===== config.mk =====
export PLATFORM = sky130hd
export DESIGN_NAME = olist_cell
export DESIGN_NICKNAME = d
export VERILOG_FILES = /design/src/design/olist_pkg.sv /design/src/design/olist_cell.sv
export SDC_FILE = /design/constraint.sdc
export NUM_CORES = 1
export LEC_CHECK = 0
export BUFFER_PORTS_ARGS = -buffer_cell sky130_fd_sc_hd__buf_2
export CELL_PAD_IN_SITES_DETAIL_PLACEMENT = 1
export CELL_PAD_IN_SITES_GLOBAL_PLACEMENT = 2
export CORE_UTILIZATION = 23
export DETAILED_ROUTE_END_ITERATION = 10
export GPL_ROUTABILITY_DRIVEN = 0
export MAX_ROUTING_LAYER = met4
export PLACE_DENSITY = 0.86
export SYNTH_ARGS = -nofsm -noshare
export SYNTH_HDL_FRONTEND = slang
export SYNTH_SLANG_ARGS = --single-unit

===== constraint.sdc =====
create_clock -name clk -period 4.8 [get_ports clk]
set_input_delay 1.2 -clock clk [delete_from_list [all_inputs] [get_ports clk]]
set_output_delay 1.2 -clock clk [all_outputs]
set_load 0.03 [all_outputs]

===== src/design/olist_pkg.sv =====
// Shared types and constants for the ordered list engine.
`default_nettype none
package olist_pkg;

  localparam int CAPACITY_DEF = 128;
  localparam int POS_W        = 8;
  localparam int WORD_W       = 32;
  localparam int STATUS_W     = 3;

  typedef enum logic [1:0] {
    OP_READ   = 2'd0,
    OP_LOCATE = 2'd1,
    OP_INSERT = 2'd2,
    OP_DELETE = 2'd3
  } op_t;

  typedef enum logic [STATUS_W-1:0] {
    ST_OK        = 3'd0,
    ST_BAD_POS   = 3'd1,
    ST_FULL      = 3'd2,
    ST_EMPTY     = 3'd3,
    ST_NOT_FOUND = 3'd4
  } status_t;

  // Per-cycle controls broadcast to every cell.
  typedef struct packed {
    logic ins_en;   // shift up from the insert point, load the new word there
    logic del_en;   // shift down from the delete point
    logic rd_mode;  // search wave matches on position rather than value
  } cell_ctrl_t;

  // Search result travelling down the chain, one cell a cycle.
  typedef struct packed {
    logic              found;
    logic [POS_W-1:0]  fpos;
    logic [WORD_W-1:0] rval;
  } wave_t;

endpackage
`default_nettype wire


===== src/design/olist_cell.sv =====
// One list slot: holds a word, shifts with its neighbours and passes the search wave on.
`default_nettype none
module olist_cell
  import olist_pkg::*;
#(
  parameter int IDX   = 0,
  parameter int CNT_W = 8
) (
  input  wire  logic              clk,
  input  wire  cell_ctrl_t        ctrl,
  input  wire  logic [POS_W-1:0]  pos,
  input  wire  logic [WORD_W-1:0] value,
  input  wire  logic [CNT_W-1:0]  count,
  input  wire  logic [WORD_W-1:0] left_data,
  input  wire  logic [WORD_W-1:0] right_data,
  input  wire  wave_t             wave_in,
  output logic [WORD_W-1:0]       data,
  output wave_t                   wave_out
);

  localparam int CMP_W = ((CNT_W > POS_W) ? CNT_W : POS_W) + 1;
  localparam logic [CMP_W-1:0] SLOT = CMP_W'(IDX + 1);
  localparam logic [CNT_W-1:0] IDX_C = CNT_W'(IDX);

  logic [CMP_W-1:0] pos_ext;
  logic             hit;
  logic [WORD_W-1:0] data_next;
  wave_t            wave_next;

  assign pos_ext = CMP_W'(pos);

  always_comb begin
    if (ctrl.rd_mode) begin
      hit = (SLOT == pos_ext);
    end else begin
      hit = (data == value) && (IDX_C < count);
    end
  end

  always_comb begin
    data_next = data;
    if (ctrl.ins_en) begin
      if (SLOT == pos_ext) begin
        data_next = value;
      end else if (SLOT > pos_ext) begin
        data_next = left_data;
      end
    end else if (ctrl.del_en) begin
      if (SLOT >= pos_ext) begin
        data_next = right_data;
      end
    end
  end

  always_comb begin
    wave_next = wave_in;
    if (!wave_in.found && hit) begin
      wave_next.found = 1'b1;
      wave_next.fpos  = SLOT[POS_W-1:0];
      wave_next.rval  = data;
    end
  end

  always_ff @(posedge clk) begin
    data     <= data_next;
    wave_out <= wave_next;
  end

endmodule
`default_nettype wire


## Yosys cells after proc, flatten, opt, wreduce, memory -nomap -nowiden

Cells that the tools add are included.

| cells by class | value |
|---|---|
| reductions and logical operators | 6 |
| order comparisons | 3 |
| equality and inequality tests | 3 |
| multiplexer cells | 7 |

Operators with widths:

| operator | count |
|---|---|
| $mux 32 | 6 |
| $eq 32x32->1 | 1 |
| $eq 1x8->1 const A | 1 |
| $ge 1x8->1 const A | 1 |
| $gt 1x8->1 const A | 1 |
| $lt 1x8->1 const A | 1 |
| $reduce_bool 2->1 | 2 |
| $ne 3x1->1 const B | 1 |
| $reduce_and 3->1 | 1 |
| $logic_and 1x1->1 | 2 |
| $logic_not 1->1 | 1 |
| $mux 1 | 1 |

| storage, ports and cells | value |
|---|---|
| logic and storage cells | 23 |
| output and inout bits | 73 |
| input bits | 157 |
| register bits | 73 |

## Depth between registers and ports, before layout

Gate-level depths: netlist (run 1).

| depth | value |
|---|---|
| word-level depth | 5 |
| mapped depth | 7 |
| mapped depth without buffers | 5 |

## Worst setup path before layout (run 1)

Ideal clock, no wire load.

| timing | value |
|---|---|
| path kind | input to register |
| start | input port pos[6] |
| end | register data[0] (enable) |
| cell stages on the path | 3 |
| setup time | 461 ps |
| data required time | 4339 ps |
| data arrival time | 3825 ps |
| setup slack | 514 ps |
| path buffers | 0 |
| cells stage by stage | nor4_1 > nand2_1 > nor3_1 |

| between the ends | value |
|---|---|
| longest elaborated chain between the ends | 3 |
| elaborated cells on any way between the ends | 6 |
| those cells by class | order compare (2); eq/ne (2); reduce/logical (2) |

Ends and longest elaborated chain:

| what | RTL line | text |
|---|---|---|
| start, declared | olist_cell.sv:11 | `input wire logic [POS_W-1:0] pos,` |
| $gt 1x8->1 (tied with other cells) | olist_cell.sv:45 | `end else if (SLOT > pos_ext) begin` |
| $ne 3x1->1 (no source line) / $reduce_bool 2->1 (equally long branches) | n/a |  |
| $reduce_and 3->1 (no source line) * | n/a |  |
| end signal, assigned | olist_cell.sv:65 | `data <= data_next;` |
| end, declared | olist_cell.sv:17 | `output logic [WORD_W-1:0] data,` |

Every way passes the cells marked *; elsewhere a longest branch is shown, timed or not.
A chain may end at the register's enable or synchronous reset.

==> summary.md, run 1 <==
| Metric | Value |
|---|---|
| Synthesized instance count | 280 |
| Yosys top cell by area | edfxtp_1 |
| Yosys warnings | 0 |
| Unrepaired setup endpoints after global routing | false |
| Die Y | 122 um |
| Clk sink count | 73 |
| Starting Density | 0.238 |
| Post-synth top flop | dfxtp_1 |
| First drt pass iteration count | 4 |
| Worst hold stages | 1 |
| Count of cell types in the netlist | 23 |
| Vias per cell | 4.44 |
| Final worst path period share | 0.704 |
| CP Data Arrival Time | 3600 ps |
| Share of layout cells above drive strength 1 | 0.557 |
| Largest net degree at the start of global routing | 66 |
| Routed WL | 12000 um |
| Area Growth Syn to Fin | 48.5% |
| Critical path type | in2reg |
| Drc violations | 0 |
| Post-Route Utilization | 0.354 |
| FP Rows | 43 |
| Fraction of registers with async set/reset | 0 |
| Num CTS Buffers | 9 |
| Clk_skew | 7.05 ps |
| Root buf cell | clkbuf_16 |
| CP Max Fanout | 24 |
| Clk pwr share | 0.428 |
| Total Nets Final | 667 |
| Worst slew margin | 0.422 |
| Die width | 122 um |
| Comb power frac | 0.132 |
| Sw Ratio | 0.248 |
| Global-route wire length before repair | 17600 um |
| Peak Freq | 296 MHz |
| Synth Cell Area | 3340 um2 |
| Pint | 1.15 mW |
| Clk_lat worst skew | 340 ps |
| R2r endpoint | wave_out[29]$_DFF_P_ |
| Post-synth EDFFs | 32 |
| PD cells | 310 nW/um2 |
| Longest Clk Path Bufs | 2 |
| HP Class | reg2reg |
| R2R Setup Slk | 1960 ps |
| Post-route ant nets | 0 |
| DRT iter0 DRCs | 80 |
| Core area | 14000 um2 |
| Switching Power | 0.381 mW |
| GRT overflow | 0 |
| Detailed Place HPWL | 9440 um |
| Die ar. | 15000 um2 |
| Max-cap violations | 0 |
| CTS tree | done |
| R2R cell count | 6 |
| Slew Viols, Final | 0 |
| Worst hold start | data[20]$_DFFE_PP_ |
| Hold Crit Endpoint | wave_out[20]$_DFF_P_ |
| Final min period | 3380 ps |
| Worst vdd ir | 0.209 mV |
| CP endpoint kind | register |
| Vias | 3089 |
| Setup_tns | 0 ps |
| Vias in the first global route | 3342 |
| Reg clk slew, reported paths | 60 ps |
| Ports | 230 |
| Critical path startpoint category | input port |
| Worst slew pin tran | 860 ps |
| Post-CTS Setup Repair Bufs | 0 |
| Drt wl/cell | 17.2 um |
| Htree depth | 3 |
| Initial antenna violation count | 1 |
| Yosys reg bits | 73 |
| GRT Overall Usage | 0.166 |
| RR Startpoint | data[15]$_DFFE_PP_ |
| Final Hold Viols | 0 |
| Post-CTS resize count | 0 |
| Status | finished, final reports clean |
| Seq pwr share | 0.440 |
| Top cell type's share of synthesized area | 0.288 |
| # setup viols final | 0 |
| Synth Net Count | 437 |
| Sequential share of the synthesized area | 0.534 |
| Top cells by area, synth | edfxtp_1, dfxtp_1, mux2_2, mux2i_1, xor2_1 |
| Required time of the critical path | 5020 ps |
| Post-Syn Area per Cell | 11.9 um2 |
| IO buf count | 229 |
| CTS Hold Buffers Added | 0 |
| Leak pwr | 2.23 nW |
[cells in the mapped netlist (4+ instances only)]
master    number
a21oi_1       32
buf_2          4
buf_6          4
clkbuf_1       7
dfxtp_1       41
edfxtp_1      32
mux2_2        32
mux2i_1       32
nor2_1        34
nor2b_1        7
nor4_1         9
xor2_1        32
[stage by stage]
step / setup WS (ps) / total power [mW] / area [um2] / hold slack, ps / instances
final: 1420 / 1.54 / 4950 / 560 / 696
after global routing: 1310 / 1.60 / 4950 / 577 / 696
after CTS: 1320 / 1.56 / 4950 / 565 / 695
after detailed placement: 985 / 0.895 / 4660 / 550 / 679
after global placement: 1020 / 0.888 / 4660 / 533 / 679
after floorplan: 514 / 0.788 / 3340 / 761 / 280
[cells in the final DEF (no fill, tap or decap), types with 2 or more instances in the layout]
cell type and n:
clkbuf_16 10, edfxtp_1 32, xor2_1 32, nor3_1 2, nor2_1 34, dfxtp_1 41
buf_2 229, clkinv_2 4, nor2b_1 7, mux2i_1 32, nor4_1 9, nand2_1 2
a21oi_1 32, mux2_2 32, buf_4 5
[power groups by stage]
stage	clock [mW]	sequential [mW]	combinational, mW
after floorplan	0	0.730	0.0578
after global placement	0	0.689	0.199
after detailed placement	0	0.690	0.205
after CTS	0.680	0.677	0.206
after global routing	0.704	0.678	0.222
final	0.658	0.676	0.202
[routing by layer]
layer / part of all wire / GRT usage / vias to the layer above / wire, um
li1: - / - / 1463 / -
met1: 0.38 / 0.172 / 1459 / 4590
met2: 0.52 / 0.294 / 152 / 6210
met3: 0.084 / 0.0548 / 15 / 1010
met4: 0.014 / 0.0587 / 0 / 167
met5: 0 / - / - / 0
[area by class of cell]
class	count	area, um2
clock inverters	5	26.3
diodes	1	2.50
flip-flops and latches	73	1780
clock buffers	11	264
multi-input cells	192	1470
repair buffers	234	1180
well taps	180	225
fillers	1665	9040
[worst max-delay path by stage]
stage	slack (ps)	endpoint	start
after floorplan	510	data[0]$_DFFE_PP_	pos[6]
after global placement	1020	wave_out[7]$_DFF_P_	value[5]
after detailed placement	980	wave_out[29]$_DFF_P_	value[5]
after CTS	1320	wave_out[29]$_DFF_P_	value[5]
after global routing	1310	wave_out[29]$_DFF_P_	value[15]
final	1420	wave_out[29]$_DFF_P_	value[5]
[flip-flops by register name, indices dropped and copies added, names as in the netlist]
name      flops
wave_out     41
data         32
[critical path: stages]
cell and delay [ps]:
buf_2 110, xor2_1 150, nor4_1 760, nand4_1 300
o41ai_4 300, buf_4 370, mux2_2 390
[logic make-up (layout without fill, tap and decap cells)]
group                     after synthesis  in the layout  synth area share
AOI/OAI and AO/OA                      35             35            0.0611
other                                   0              1                 0
DFF                                    73             73             0.534
buffers and inverters                  15            250            0.0274
xor gates and xnor gates               32             32            0.0840
muxes                                  64             64             0.204
and+or+nand+nor                        61             61            0.0893
Note: power is estimated with default switching activity, not from simulation.
==> run 2: changes to the inputs <==
--- a/config.mk
+++ b/config.mk
@@ -5,14 +5,15 @@
 export SDC_FILE = /design/constraint.sdc
 export NUM_CORES = 1
 export LEC_CHECK = 0
+export ABC_AREA = 1
 export BUFFER_PORTS_ARGS = -buffer_cell sky130_fd_sc_hd__buf_2
 export CELL_PAD_IN_SITES_DETAIL_PLACEMENT = 1
 export CELL_PAD_IN_SITES_GLOBAL_PLACEMENT = 2
-export CORE_UTILIZATION = 23
+export CORE_UTILIZATION = 22
 export DETAILED_ROUTE_END_ITERATION = 10
 export GPL_ROUTABILITY_DRIVEN = 0
 export MAX_ROUTING_LAYER = met4
-export PLACE_DENSITY = 0.86
+export PLACE_DENSITY = 0.89
 export SYNTH_ARGS = -nofsm -noshare
 export SYNTH_HDL_FRONTEND = slang
 export SYNTH_SLANG_ARGS = --single-unit
==> constraint.sdc (replaced) <==
create_clock -name clk -period 3.2 [get_ports clk]
set_input_delay 0.8 -clock clk [delete_from_list [all_inputs] [get_ports clk]]
set_output_delay 0.8 -clock clk [all_outputs]
set_load 0.03 [all_outputs]
==> run 2 against run 1 <==
Against the previous run: first-iteration DRC count up 130%; worst setup slack got worse by 450 ps; highest routed layer unchanged; core utilization down 2.1 points; die area rose by 15%; critical path depth grew 6; via count grew 33%.
==> summary.md, run 2 <==
| Metric | Value |
|---|---|
| Required time of the critical path | 3420 ps |
| Die width | 131 um |
| Num CTS Buffers | 9 |
| Most common cell in the netlist | nand2_1 |
| Count of cell types in the netlist | 22 |
| Final Hold Viols | 0 |
| GRT overflow | 0 |
| Top cells by area, synth | edfxtp_1, dfxtp_1, nand2_1, nand3_1, a21oi_1 |
| Peak Freq | 448 MHz |
| Status | finished, final reports clean |
| CTS Hold Buffers Added | 0 |
| Post-Place Worst Slack | 558 ps |
| Worst slew margin | 0.494 |
| Commonest cells in the netlist | nand2_1, dfxtp_1, inv_1, nand3_1, nor2_1 |
| Synthesized instance count | 490 |
| Clk_skew | 6.17 ps |
| Clk sink count | 73 |
| HP Class | reg2reg |
| Post-Syn Area per Cell | 7.49 um2 |
| # setup viols final | 0 |
| First drt pass iteration count | 4 |
| Yosys reg bits | 73 |
| RR Startpoint | data[29]$_DFFE_PP_ |
| Synth Net Count | 647 |
| Share of layout cells above drive strength 1 | 0.366 |
| Sequential share of the synthesized area | 0.486 |
| Global-route wire length before repair | 23200 um |
| Post-synth EDFFs | 32 |
| Fraction of registers with async set/reset | 0 |
| Unrepaired setup endpoints after global routing | false |
| Slew Viols, Final | 0 |
| Met3 WL | 847 um |
| Post-route ant nets | 0 |
| Initial antenna violation count | 4 |
| Synth Cell Area | 3670 um2 |
| Clk_lat worst skew | 340 ps |
| Top Registers | wave_out x41, data x32 |
| CP endpoint kind | register |
| Largest net degree at the start of global routing | 40 |
| Vias in the first global route | 4053 |
| Top cell type's share of synthesized area | 0.262 |
| Crit path launch | value[29] |
| CP Data Arrival Time | 2450 ps |
| Drc violations | 0 |
| IO buf count | 229 |
| DR top layer | met4 |
| Detailed Place HPWL | 11600 um |
| Most common cell after layout, fill and taps aside | buf_2 |
| Final WS setup | 970 ps |
| Die ar. | 17200 um2 |
| Routed WL | 15200 um |
| Ports | 230 |
| Yosys top cell by area | edfxtp_1 |
| Yosys warnings | 0 |
| Htree depth | 3 |
| Worst hold start | data[16]$_DFFE_PP_ |
| CP Max Fanout | 33 |
| Drt wl/cell | 16.3 um |
| Dpl cell area | 5050 um2 |
| Root buf cell | clkbuf_16 |
| Total Nets Final | 870 |
| Longest Clk Path Bufs | 2 |
| Starting Density | 0.229 |
| Worst slew pin tran | 757 ps |
| Met2 wire length | 7010 um |
| Area Growth Syn to Fin | 45.9% |
| Core area | 16100 um2 |
| Biggest register | wave_out |
| GRT Overall Usage | 0.182 |
| DRT iter0 DRCs | 185 |
| Final instance area | 5350 um2 |
| CTS tree | done |
| Max-cap violations | 0 |
| Critical path type | in2reg |
| Post-CTS resize count | 0 |
| PD cells | 442 nW/um2 |
| Tot Pwr | 2.36 mW |
| Die Y | 131 um |
| Vias | 4096 |
| Worst vdd ir | 0.230 mV |
| Reg clk slew, reported paths | 60 ps |
| Final min period | 2230 ps |
| Largest register FFs | 41 |
| Leak pwr | 2.77 nW |
| Final worst path period share | 0.697 |
| Setup_tns | 0 ps |
| M1 WL | 7100 um |
| Post-synth top flop | dfxtp_1 |
| Vias per cell | 4.37 |
| FP Rows | 46 |
| Post-CTS Setup Repair Bufs | 0 |
| Most frequent cells in the layout | buf_2, nand2_1, dfxtp_1, inv_1, nand3_1 |
| Critical path startpoint category | input port |
==> run 2: cell count changes after synthesis, moves of 32 or more <==
cell and delta:
inv_1 +38, mux2_2 -32, mux2i_1 -32, nand2_1 +185, xor2_1 -32, nand3_1 +34
==> run 2: path summary, 6_finish.rpt <==
path                                             end  slack (ps)  depth (start not counted)
worst max-delay path             wave_out[6]$_DFF_P_         970                         13
worst min-delay path            wave_out[16]$_DFF_P_         560                          2
worst max register to register   wave_out[6]$_DFF_P_        1040                         12
worst min register to register  wave_out[16]$_DFF_P_         560                          2
==> run 2: cell families after synthesis <==
family,count (synthesis),share of synthesized area
AOI/OAI and AO/OA,57,0.0842
xor gates and xnor gates,15,0.0358
buffers and inverters,65,0.0730
DFF,73,0.486
and+or+nand+nor,280,0.322
==> run 2: worst max-delay path: stages <==
cell and delay, ps:
buf_2 90, inv_1 80, nor2_1 50, nor2_1 90, nand2_1 90, nor2_1 100, nand2_1 60, nor2_1 140
nand3_1 130, nand2_2 100, nand2_2 440, nand2_1 200, nand2_1 70
==> run 2: layer usage <==
metal / global-route usage / up-vias
li1: - / 2038
met1: 0.229 / 1885
met2: 0.288 / 156
met3: 0.0378 / 17
met4: 0.0647 / 0
met5: - / -
==> run 2: per-stage QoR <==
step           hold WS [ps]  instances   util
6_report                561        938  0.333
4_1_cts                 565        934  0.333
3_3_place_gp            556        918  0.315
2_1_floorplan           707        490      -
3_5_place_dp            548        918  0.315
5_1_grt                 608        938  0.333
==> run 2: cell type report <==
| type | instances | area [um2] |
|---|---|---|
| diodes | 4 | 10.0 |
| clock buffers | 12 | 267 |
| clock inverters | 4 | 25.0 |
| fillers | 2048 | 10700 |
| inverters | 38 | 143 |
| multi-input cells | 352 | 1620 |
| flip-flops and latches | 73 | 1780 |
| well taps | 216 | 270 |
| repair buffers | 239 | 1230 |
==> run 2: power breakdown <==
| part | switching, mW | internal [mW] | total, mW | leakage, nW |
|---|---|---|---|---|
| Combinational | 0.202 | 0.139 | 0.342 | 1.99 |
| Sequential | 0.00866 | 1.01 | 1.01 | 0.633 |
| Clock | 0.421 | 0.589 | 1.01 | 0.149 |
| Total | 0.632 | 1.73 | 2.36 | 2.77 |
